## config.mk

```make
export PLATFORM = sky130hd
export DESIGN_NAME = epoch_seconds_to_calendar_top
export DESIGN_NICKNAME = d
export VERILOG_FILES = /design/src/e2c_pkg.sv /design/src/e2c_ctrl.sv /design/src/e2c_dp.sv /design/src/epoch_seconds_to_calendar_top.sv
export SDC_FILE = /design/constraint.sdc
export NUM_CORES = 2
export LEC_CHECK = 0
export BUFFER_PORTS_ARGS = -buffer_cell sky130_fd_sc_hd__buf_2
export CORE_MARGIN = 5
export CORE_UTILIZATION = 50
export CTS_BUF_LIST = sky130_fd_sc_hd__clkbuf_4
export CTS_CLUSTER_DIAMETER = 80
export DETAILED_ROUTE_END_ITERATION = 8
export GPL_TIMING_DRIVEN = 0
export PLACE_DENSITY = 0.66
export SLEW_MARGIN = 25
export SYNTH_ARGS = -nofsm -noshare
export SYNTH_HDL_FRONTEND = slang
export SYNTH_SLANG_ARGS = --single-unit
```

## constraint.sdc

```tcl
create_clock -name clk -period 17.1 [get_ports clk]
set_input_delay 3.42 -clock clk [delete_from_list [all_inputs] [get_ports clk]]
set_output_delay 3.42 -clock clk [all_outputs]
set_load 0.01 [all_outputs]
```

## src/e2c_pkg.sv

```systemverilog
`timescale 1ns / 1ps
// ----------------------------------------------------------------------------
// e2c_pkg
// Shared types and constants for the epoch seconds to calendar converter.
// ----------------------------------------------------------------------------
package e2c_pkg;

  localparam int IN_W  = 32;
  localparam int OUT_W = 48;

  // Reciprocals for the constant divisions. Divide by 60 as (n >> 2) / 15 with
  // a 35-bit shift, by 24 as (n >> 3) / 3 with a 33-bit shift, by 7 with a
  // 20-bit shift (dividend below 2^17).
  localparam logic [31:0] RECIP_15 = 32'h8888_8889;
  localparam logic [31:0] RECIP_3  = 32'hAAAA_AAAB;
  localparam logic [31:0] RECIP_7  = 32'd149797;

  localparam logic [31:0] DAYS_PER_WEEK  = 32'd7;
  localparam logic [31:0] EPOCH_WDAY     = 32'd4;
  localparam logic [11:0] EPOCH_YEAR     = 12'd1970;
  localparam logic [15:0] DAYS_PER_QUAD  = 16'd1461;
  localparam logic [8:0]  DAYS_LEAP_YEAR = 9'd366;
  localparam logic [8:0]  DAYS_YEAR      = 9'd365;
  localparam logic [3:0]  MON_FEB        = 4'd1;

  typedef enum logic [1:0] {
    OP_SEC,
    OP_MIN,
    OP_HOUR,
    OP_WDAY
  } div_op_t;

  typedef enum logic [3:0] {
    ST_IDLE,
    ST_SEC_MUL,
    ST_SEC_REM,
    ST_MIN_MUL,
    ST_MIN_REM,
    ST_HOUR_MUL,
    ST_HOUR_REM,
    ST_WDAY_MUL,
    ST_WDAY_REM,
    ST_YEAR,
    ST_MONTH,
    ST_DONE
  } state_t;

  typedef struct packed {
    logic    start;
    div_op_t div_op;
    logic    div_mul;
    logic    div_rem;
    logic    yr_step;
    logic    mon_step;
    logic    out_load;
  } cmd_t;

  typedef struct packed {
    logic yr_done;
    logic mon_done;
    logic out_free;
  } sts_t;

  function automatic logic [4:0] month_len(input logic [3:0] mon, input logic leap);
    logic [4:0] len;
    case (mon)
      4'd0:    len = 5'd31;
      MON_FEB: len = leap ? 5'd29 : 5'd28;
      4'd2:    len = 5'd31;
      4'd3:    len = 5'd30;
      4'd4:    len = 5'd31;
      4'd5:    len = 5'd30;
      4'd6:    len = 5'd31;
      4'd7:    len = 5'd31;
      4'd8:    len = 5'd30;
      4'd9:    len = 5'd31;
      4'd10:   len = 5'd30;
      4'd11:   len = 5'd31;
      default: len = 5'd31;
    endcase
    return len;
  endfunction

endpackage

```

## src/e2c_ctrl.sv

```systemverilog
`timescale 1ns / 1ps
// ----------------------------------------------------------------------------
// e2c_ctrl
// Sequencer: runs the constant divisions, the year walk and the month walk,
// then hands the result to the output register.
// ----------------------------------------------------------------------------
module e2c_ctrl (
  input  logic          clk,
  input  logic          rst_n,
  input  logic          in_tvalid,
  output logic          in_tready,
  input  e2c_pkg::sts_t sts,
  output e2c_pkg::cmd_t cmd
);

  e2c_pkg::state_t state_r, state_nxt;

  always_ff @(posedge clk) begin
    if (!rst_n) begin
      state_r <= e2c_pkg::ST_IDLE;
    end else begin
      state_r <= state_nxt;
    end
  end

  always_comb begin
    state_nxt    = state_r;
    cmd          = '0;
    cmd.div_op   = e2c_pkg::OP_SEC;
    in_tready    = 1'b0;
    case (state_r)
      e2c_pkg::ST_IDLE: begin
        in_tready = 1'b1;
        if (in_tvalid) begin
          cmd.start = 1'b1;
          state_nxt = e2c_pkg::ST_SEC_MUL;
        end
      end
      e2c_pkg::ST_SEC_MUL: begin
        cmd.div_mul = 1'b1;
        cmd.div_op  = e2c_pkg::OP_SEC;
        state_nxt   = e2c_pkg::ST_SEC_REM;
      end
      e2c_pkg::ST_SEC_REM: begin
        cmd.div_rem = 1'b1;
        cmd.div_op  = e2c_pkg::OP_SEC;
        state_nxt   = e2c_pkg::ST_MIN_MUL;
      end
      e2c_pkg::ST_MIN_MUL: begin
        cmd.div_mul = 1'b1;
        cmd.div_op  = e2c_pkg::OP_MIN;
        state_nxt   = e2c_pkg::ST_MIN_REM;
      end
      e2c_pkg::ST_MIN_REM: begin
        cmd.div_rem = 1'b1;
        cmd.div_op  = e2c_pkg::OP_MIN;
        state_nxt   = e2c_pkg::ST_HOUR_MUL;
      end
      e2c_pkg::ST_HOUR_MUL: begin
        cmd.div_mul = 1'b1;
        cmd.div_op  = e2c_pkg::OP_HOUR;
        state_nxt   = e2c_pkg::ST_HOUR_REM;
      end
      e2c_pkg::ST_HOUR_REM: begin
        cmd.div_rem = 1'b1;
        cmd.div_op  = e2c_pkg::OP_HOUR;
        state_nxt   = e2c_pkg::ST_WDAY_MUL;
      end
      e2c_pkg::ST_WDAY_MUL: begin
        cmd.div_mul = 1'b1;
        cmd.div_op  = e2c_pkg::OP_WDAY;
        state_nxt   = e2c_pkg::ST_WDAY_REM;
      end
      e2c_pkg::ST_WDAY_REM: begin
        cmd.div_rem = 1'b1;
        cmd.div_op  = e2c_pkg::OP_WDAY;
        state_nxt   = e2c_pkg::ST_YEAR;
      end
      e2c_pkg::ST_YEAR: begin
        cmd.yr_step = 1'b1;
        if (sts.yr_done) state_nxt = e2c_pkg::ST_MONTH;
      end
      e2c_pkg::ST_MONTH: begin
        cmd.mon_step = 1'b1;
        if (sts.mon_done) state_nxt = e2c_pkg::ST_DONE;
      end
      e2c_pkg::ST_DONE: begin
        // hold until the output register can take the result
        if (sts.out_free) begin
          cmd.out_load = 1'b1;
          state_nxt    = e2c_pkg::ST_IDLE;
        end
      end
      default: state_nxt = e2c_pkg::ST_IDLE;
    endcase
  end

  a_load_only_free: assert property (@(posedge clk) disable iff (!rst_n)
    cmd.out_load |-> sts.out_free)
    else $error("result loaded while output register is stalled");

  a_year_after_wday: assert property (@(posedge clk) disable iff (!rst_n)
    (state_r == e2c_pkg::ST_YEAR) && $past(state_r) != e2c_pkg::ST_YEAR
      |-> $past(state_r) == e2c_pkg::ST_WDAY_REM)
    else $error("year walk entered before weekday division finished");

  a_start_idle: assert property (@(posedge clk) disable iff (!rst_n)
    cmd.start |=> state_r == e2c_pkg::ST_SEC_MUL)
    else $error("new request did not start the seconds division");

endmodule

```

## src/e2c_dp.sv

```systemverilog
`timescale 1ns / 1ps
// ----------------------------------------------------------------------------
// e2c_dp
// Datapath: reciprocal-multiply constant divider, year and month walkers,
// and the output register.
// ----------------------------------------------------------------------------
module e2c_dp (
  input  logic                         clk,
  input  logic                         rst_n,
  input  logic [e2c_pkg::IN_W-1:0]     in_tdata,
  input  e2c_pkg::cmd_t                cmd,
  output e2c_pkg::sts_t                sts,
  output logic                         out_tvalid,
  input  logic                         out_tready,
  output logic [e2c_pkg::OUT_W-1:0]    out_tdata
);

  // divider
  logic [31:0] num_r, num_nxt;
  logic [31:0] quo_r, quo_nxt;
  logic [31:0] mul_a;
  logic [31:0] mul_m;
  logic [63:0] prod;
  logic [31:0] quo;
  logic [31:0] qd;
  logic [31:0] rem;

  // calendar fields
  logic [15:0] days_r, days_nxt;
  logic [11:0] yr_r, yr_nxt;
  logic [3:0]  mon_r, mon_nxt;
  logic [4:0]  hrs_r, hrs_nxt;
  logic [5:0]  min_r, min_nxt;
  logic [5:0]  sec_r, sec_nxt;
  logic [2:0]  wd_r, wd_nxt;

  logic        leap;
  logic [8:0]  ylen;
  logic        quad_ge;
  logic        year_ge;
  logic [4:0]  mlen;
  logic        mon_ge;

  // output register
  logic                      out_valid_r, out_valid_nxt;
  logic [e2c_pkg::OUT_W-1:0] out_data_r, out_data_nxt;

  // pre-shift the dividend and pick the reciprocal
  always_comb begin
    case (cmd.div_op)
      e2c_pkg::OP_SEC, e2c_pkg::OP_MIN: begin
        mul_a = {2'd0, num_r[31:2]};
        mul_m = e2c_pkg::RECIP_15;
      end
      e2c_pkg::OP_HOUR: begin
        mul_a = {3'd0, num_r[31:3]};
        mul_m = e2c_pkg::RECIP_3;
      end
      e2c_pkg::OP_WDAY: begin
        mul_a = num_r;
        mul_m = e2c_pkg::RECIP_7;
      end
      default: begin
        mul_a = num_r;
        mul_m = '0;
      end
    endcase
  end

  assign prod = {32'd0, mul_a} * {32'd0, mul_m};

  // quotient from the product, and the registered quotient times the divisor
  always_comb begin
    case (cmd.div_op)
      e2c_pkg::OP_SEC, e2c_pkg::OP_MIN: begin
        quo = {3'd0, prod[63:35]};
        qd  = {quo_r[25:0], 6'd0} - {quo_r[29:0], 2'd0};
      end
      e2c_pkg::OP_HOUR: begin
        quo = {1'b0, prod[63:33]};
        qd  = {quo_r[27:0], 4'd0} + {quo_r[28:0], 3'd0};
      end
      e2c_pkg::OP_WDAY: begin
        quo = prod[51:20];
        qd  = {quo_r[28:0], 3'd0} - quo_r;
      end
      default: begin
        quo = '0;
        qd  = '0;
      end
    endcase
  end

  assign rem = num_r - qd;

  assign leap    = (yr_r[1:0] == 2'b00);
  assign ylen    = leap ? e2c_pkg::DAYS_LEAP_YEAR : e2c_pkg::DAYS_YEAR;
  assign quad_ge = days_r >= e2c_pkg::DAYS_PER_QUAD;
  assign year_ge = days_r >= {7'd0, ylen};
  assign mlen    = e2c_pkg::month_len(mon_r, leap);
  assign mon_ge  = days_r >= {11'd0, mlen};

  always_comb begin
    num_nxt  = num_r;
    quo_nxt  = quo_r;
    days_nxt = days_r;
    yr_nxt   = yr_r;
    mon_nxt  = mon_r;
    hrs_nxt  = hrs_r;
    min_nxt  = min_r;
    sec_nxt  = sec_r;
    wd_nxt   = wd_r;

    if (cmd.start) begin
      num_nxt = in_tdata;
      yr_nxt  = e2c_pkg::EPOCH_YEAR;
      mon_nxt = '0;
    end

    if (cmd.div_mul) begin
      quo_nxt = quo;
    end

    // take the remainder as a field, the quotient as the next dividend
    if (cmd.div_rem) begin
      num_nxt = quo_r;
      case (cmd.div_op)
        e2c_pkg::OP_SEC: begin
          sec_nxt = rem[5:0];
        end
        e2c_pkg::OP_MIN: begin
          min_nxt = rem[5:0];
        end
        e2c_pkg::OP_HOUR: begin
          hrs_nxt  = rem[4:0];
          days_nxt = quo_r[15:0];
          num_nxt  = quo_r + e2c_pkg::EPOCH_WDAY;
        end
        e2c_pkg::OP_WDAY: begin
          wd_nxt = rem[2:0];
        end
        default: begin
          num_nxt = quo_r;
        end
      endcase
    end

    // strip four-year blocks first, then single years
    if (cmd.yr_step) begin
      if (quad_ge) begin
        days_nxt = days_r - e2c_pkg::DAYS_PER_QUAD;
        yr_nxt   = yr_r + 12'd4;
      end else if (year_ge) begin
        days_nxt = days_r - {7'd0, ylen};
        yr_nxt   = yr_r + 12'd1;
      end
    end

    if (cmd.mon_step && mon_ge) begin
      days_nxt = days_r - {11'd0, mlen};
      mon_nxt  = mon_r + 4'd1;
    end
  end

  always_comb begin
    out_valid_nxt = out_valid_r;
    out_data_nxt  = out_data_r;
    if (out_valid_r && out_tready) out_valid_nxt = 1'b0;
    if (cmd.out_load) begin
      out_valid_nxt = 1'b1;
      out_data_nxt  = {7'd0,
                       yr_r,
                       mon_r + 4'd1,
                       wd_r,
                       days_r[4:0] + 5'd1,
                       hrs_r,
                       min_r,
                       sec_r};
    end
  end

  always_ff @(posedge clk) begin
    if (!rst_n) begin
      out_valid_r <= 1'b0;
    end else begin
      out_valid_r <= out_valid_nxt;
    end
  end

  always_ff @(posedge clk) begin
    num_r      <= num_nxt;
    quo_r      <= quo_nxt;
    days_r     <= days_nxt;
    yr_r       <= yr_nxt;
    mon_r      <= mon_nxt;
    hrs_r      <= hrs_nxt;
    min_r      <= min_nxt;
    sec_r      <= sec_nxt;
    wd_r       <= wd_nxt;
    out_data_r <= out_data_nxt;
  end

  assign sts.yr_done  = !quad_ge && !year_ge;
  assign sts.mon_done = !mon_ge;
  assign sts.out_free = !out_valid_r || out_tready;

  assign out_tvalid = out_valid_r;
  assign out_tdata  = out_data_r;

  a_days_fit: assert property (@(posedge clk) disable iff (!rst_n)
    cmd.div_rem && cmd.div_op == e2c_pkg::OP_HOUR |-> quo_r[31:16] == 16'd0)
    else $error("day count overflows its register");

  a_wday_rem: assert property (@(posedge clk) disable iff (!rst_n)
    cmd.div_rem && cmd.div_op == e2c_pkg::OP_WDAY |-> rem < e2c_pkg::DAYS_PER_WEEK)
    else $error("weekday remainder out of range");

  a_year_left: assert property (@(posedge clk) disable iff (!rst_n)
    cmd.yr_step && sts.yr_done |-> days_r < 16'd366)
    else $error("year walk ended with more than a year left");

  a_month_idx: assert property (@(posedge clk) disable iff (!rst_n)
    cmd.out_load |-> mon_r < 4'd12 && days_r < 16'd31)
    else $error("month walk ended out of range");

endmodule

```

## src/epoch_seconds_to_calendar_top.sv

```systemverilog
`timescale 1ns / 1ps
// ----------------------------------------------------------------------------
// epoch_seconds_to_calendar_top
// Converts seconds since 1970-01-01 00:00:00 into time of day, weekday and
// calendar date.
// ----------------------------------------------------------------------------
// One request is converted at a time. Seconds, minutes, hours and the day
// count come from constant divisions by 60, 60 and 24, and the weekday from
// a division by 7; each is a reciprocal multiplication and then a remainder
// step. A year walk then strips four-year blocks and single years, a month
// walk strips whole months, and the result is loaded into the output register
// once it is free. Every year divisible by four is a leap year, so 2100 counts
// as one. A new request is taken the cycle after the load, while the last
// result may still wait on the output side.
module epoch_seconds_to_calendar_top (
  input  logic        clk,
  input  logic        rst_n,
  input  logic        in_tvalid,
  output logic        in_tready,
  input  logic [31:0] in_tdata,   // [31:0] epoch_seconds
  output logic        out_tvalid,
  input  logic        out_tready,
  output logic [47:0] out_tdata   // [5:0] seconds, [11:6] minutes, [16:12] hours,
                                  // [21:17] day_of_month, [24:22] weekday,
                                  // [28:25] month_number, [40:29] year_number
);

  e2c_pkg::cmd_t cmd;
  e2c_pkg::sts_t sts;

  e2c_ctrl u_ctrl (
    .clk       (clk),
    .rst_n     (rst_n),
    .in_tvalid (in_tvalid),
    .in_tready (in_tready),
    .sts       (sts),
    .cmd       (cmd)
  );

  e2c_dp u_dp (
    .clk        (clk),
    .rst_n      (rst_n),
    .in_tdata   (in_tdata),
    .cmd        (cmd),
    .sts        (sts),
    .out_tvalid (out_tvalid),
    .out_tready (out_tready),
    .out_tdata  (out_tdata)
  );

endmodule

```

==> impl_metrics.py <==
metrics = {
    "logic_synthesis": {
        "async_reset_ff_frac": 0,
        "synth-seq-cells": 162,
        "synth_edf_count": 131,
        "ys_types": 79,
        "netlist_area_um2": 30900,
        "synth_cells": 3190,
        "yosysTopAreaCell": "fa_1",
        "yosysTopAreaCellShare": 0.324,
        "synthFlopType": "edfxtp_1",
        "ys_warn_count": 0,
        "synthTopCellsByArea": "fa_1 (32%), ha_1 (19%), edfxtp_1 (13%)",
        "ys_seq_area_frac": 0.147,
        "syn_avg_cell_area_um2": 9.68,
    },
    "worst_hold_path": {
        "worstHoldPathType": "reg2reg",
    },
    "finish": {
        "mostFrequentLayoutCells": "inv_1 (723), fa_1 (500), ha_1 (469), nand2_1 (228), a21oi_1 (146)",
        "drive_gt1_frac": 0.0504,
        "antenna_cells": 0,
        "area_delta_synth_final_pct": 6.64,
        "layout.nets": 4364,
        "mostFrequentLayoutCell": "inv_1",
    },
    "place": {
        "hpwl_um": 83900,
        "io_buffers": 78,
        "gp_congestion": 1.04,
    },
    "clocking": {
        "clockBufferDepth": 2,
        "cts_resized": 0,
        "post_cts_buffers": 0,
        "root_buffer": "clkbuf_4",
        "clock-sinks": 162,
        "htreeDepth": 4,
        "clk_pin_slew_ps": 160,
        "cts_buffers": 17,
        "ctsHoldBuffers": 0,
        "clock_latency_ps": 610,
        "tritoncts": "yes",
    },
    "job": {
        "drv_cap": 0,
    },
    "floorplan": {
        "core_area_um2": 61500,
        "die_height_um": 259,
        "dieArea_um2": 66800,
        "ios": 86,
        "fp.dieW_um": 259,
        "start_util": 0.502,
        "core.rowCount": 91,
    },
    "sta": {
        "worstMarginPinSlew_ps": 1040,
        "final-setup-viol-count": 0,
        "min_period_ps": 12250,
        "fin_crit_sh": 0.716,
        "fin_skew_ps": 22.1,
        "max_slew_margin": 0.297,
        "drv_slew": 0,
        "hold_viol_final": 0,
        "rsz0062_at_grt": "false",
        "setup_tns_ps": 0,
        "clock.fmax_mhz": 81.6,
    },
    "global_route": {
        "antenna_found_initial": 1,
        "grt_pass1_wl_um": 144000,
        "grt_max_degree": 27,
        "grtUsageTotal": 0.286,
        "grt_remaining_overflow": 0,
        "grt_pass1_vias": 23900,
    },
    "route": {
        "vias": 23500,
        "first_pass_iters": 7,
        "drtIter0Drc": 2375,
        "viasPerCell": 5.64,
        "routedWlPerCell_um": 23.0,
        "drt-total-wl_um": 95700,
        "drc_errors": 0,
        "ant_nets": 0,
    },
    "setup_path": {
        "slowest_delay_ps": 850,
        "arrival_ps": 12600,
        "crit_fanout": 10,
        "crit_type": "reg2reg",
        "crit_path_top_delay_cell": "nor3_1",
        "cp_common_cell": "fa_1",
        "crit_path_end_kind": "flip-flop",
        "required_ps": 17450,
        "cp-start-kind": "flip-flop",
    },
    "outcome": {
        "outcome": "complete, no violations",
    },
}
metrics by stage:
stage | std cells | utilization | hold WS (ps) | cell area, um2 | worst slack [ps]
finish | 4162 | 0.536 | 438 | 32900 | 4850
global route | 4162 | 0.536 | 438 | 32900 | 4590
CTS | 4162 | 0.536 | 439 | 32900 | 5260
detailed placement | 4130 | 0.531 | 405 | 32600 | 5270
global placement | 4127 | 0.529 | 401 | 32500 | 5210
floorplan | 3259 | - | 400 | 31100 | 8110
cells in the mapped netlist (all sizes together) (11+ instances only):
library cell	instances
o21ai	82
and2	32
edfxtp	131
clkbuf	60
nand2	228
or2	18
or3	11
nand3	46
inv	723
nand4	25
o211ai	19
nor2b	16
and3	35
a31oi	13
xnor2	80
buf	24
fa	500
ha	469
xor2	52
nor2	143
dfxtp	31
nor3	34
a21o	84
o221ai	28
a21oi	146
nand2b	17
worst max-delay path, delay by kind of cell (launching register included):
family                   cells  cell delay, ps
adder cells (fa/ha/maj)      9            4250
buffers and inverters        9            2930
AO/OA/AOI/OAI                9            2620
AND/OR/NAND/NOR              2            1260
XOR/XNOR                     1             460
flip-flops                   1             410
layout make-up:
cell class	instances	area, um2
buffer	84	355
clock buffer	17	128
multi-input combinational	2287	23500
fill	5666	28600
clock inverter	15	173
sequential	162	4550
tap	790	988
timing repair buffer	81	465
inverter	726	2730
metal layers:
metal | GRT usage | routed length, um | vias up
met4 | 0.130 | 5730 | 2
met5 | 0 | 11 | -
met3 | 0.0607 | 8230 | 254
met2 | 0.452 | 42900 | 1055
met1 | 0.383 | 38800 | 11500
li1 | - | - | 10600
state kept, by name, summed over array words and instances (netlist names), 5 cells and up:
signal and flops:
u_dp.days_r 16, u_dp.hrs_r 5, u_dp.min_r 6, u_dp.num_r 32
u_dp.out_tdata 41, u_dp.quo_r 32, u_dp.sec_r 6, u_dp.yr_r 12
cell families (layout without fill, tap and decap cells):
group / after synthesis / in the layout / synth area share
and+or+nand+nor: 626 / 626 / 0.0959
muxes: 7 / 7 / 0.00239
other: 2 / 71 / 0.000243
buffers and inverters: 810 / 923 / 0.0998
DFF: 162 / 162 / 0.147
adders and majority gates: 969 / 969 / 0.514
AOI/OAI and AO/OA: 482 / 482 / 0.102
xor gates and xnor gates: 132 / 132 / 0.0377
worst paths after layout:
check	startpoint	endpoint	slack [ps]	depth (start not counted)
setup / recovery	u_ctrl.state_r[1]	u_dp.quo_r[24]	4850	30
hold / removal	u_dp.wd_r[2]	u_dp.out_tdata[24]	440	0
setup reg to reg	u_ctrl.state_r[1]	u_dp.quo_r[24]	4850	30
hold reg to reg	u_dp.wd_r[2]	u_dp.out_tdata[24]	440	0
Power is not shown: default switching activity piles up to over one toggle a cycle in this logic, so the estimate is an artifact.
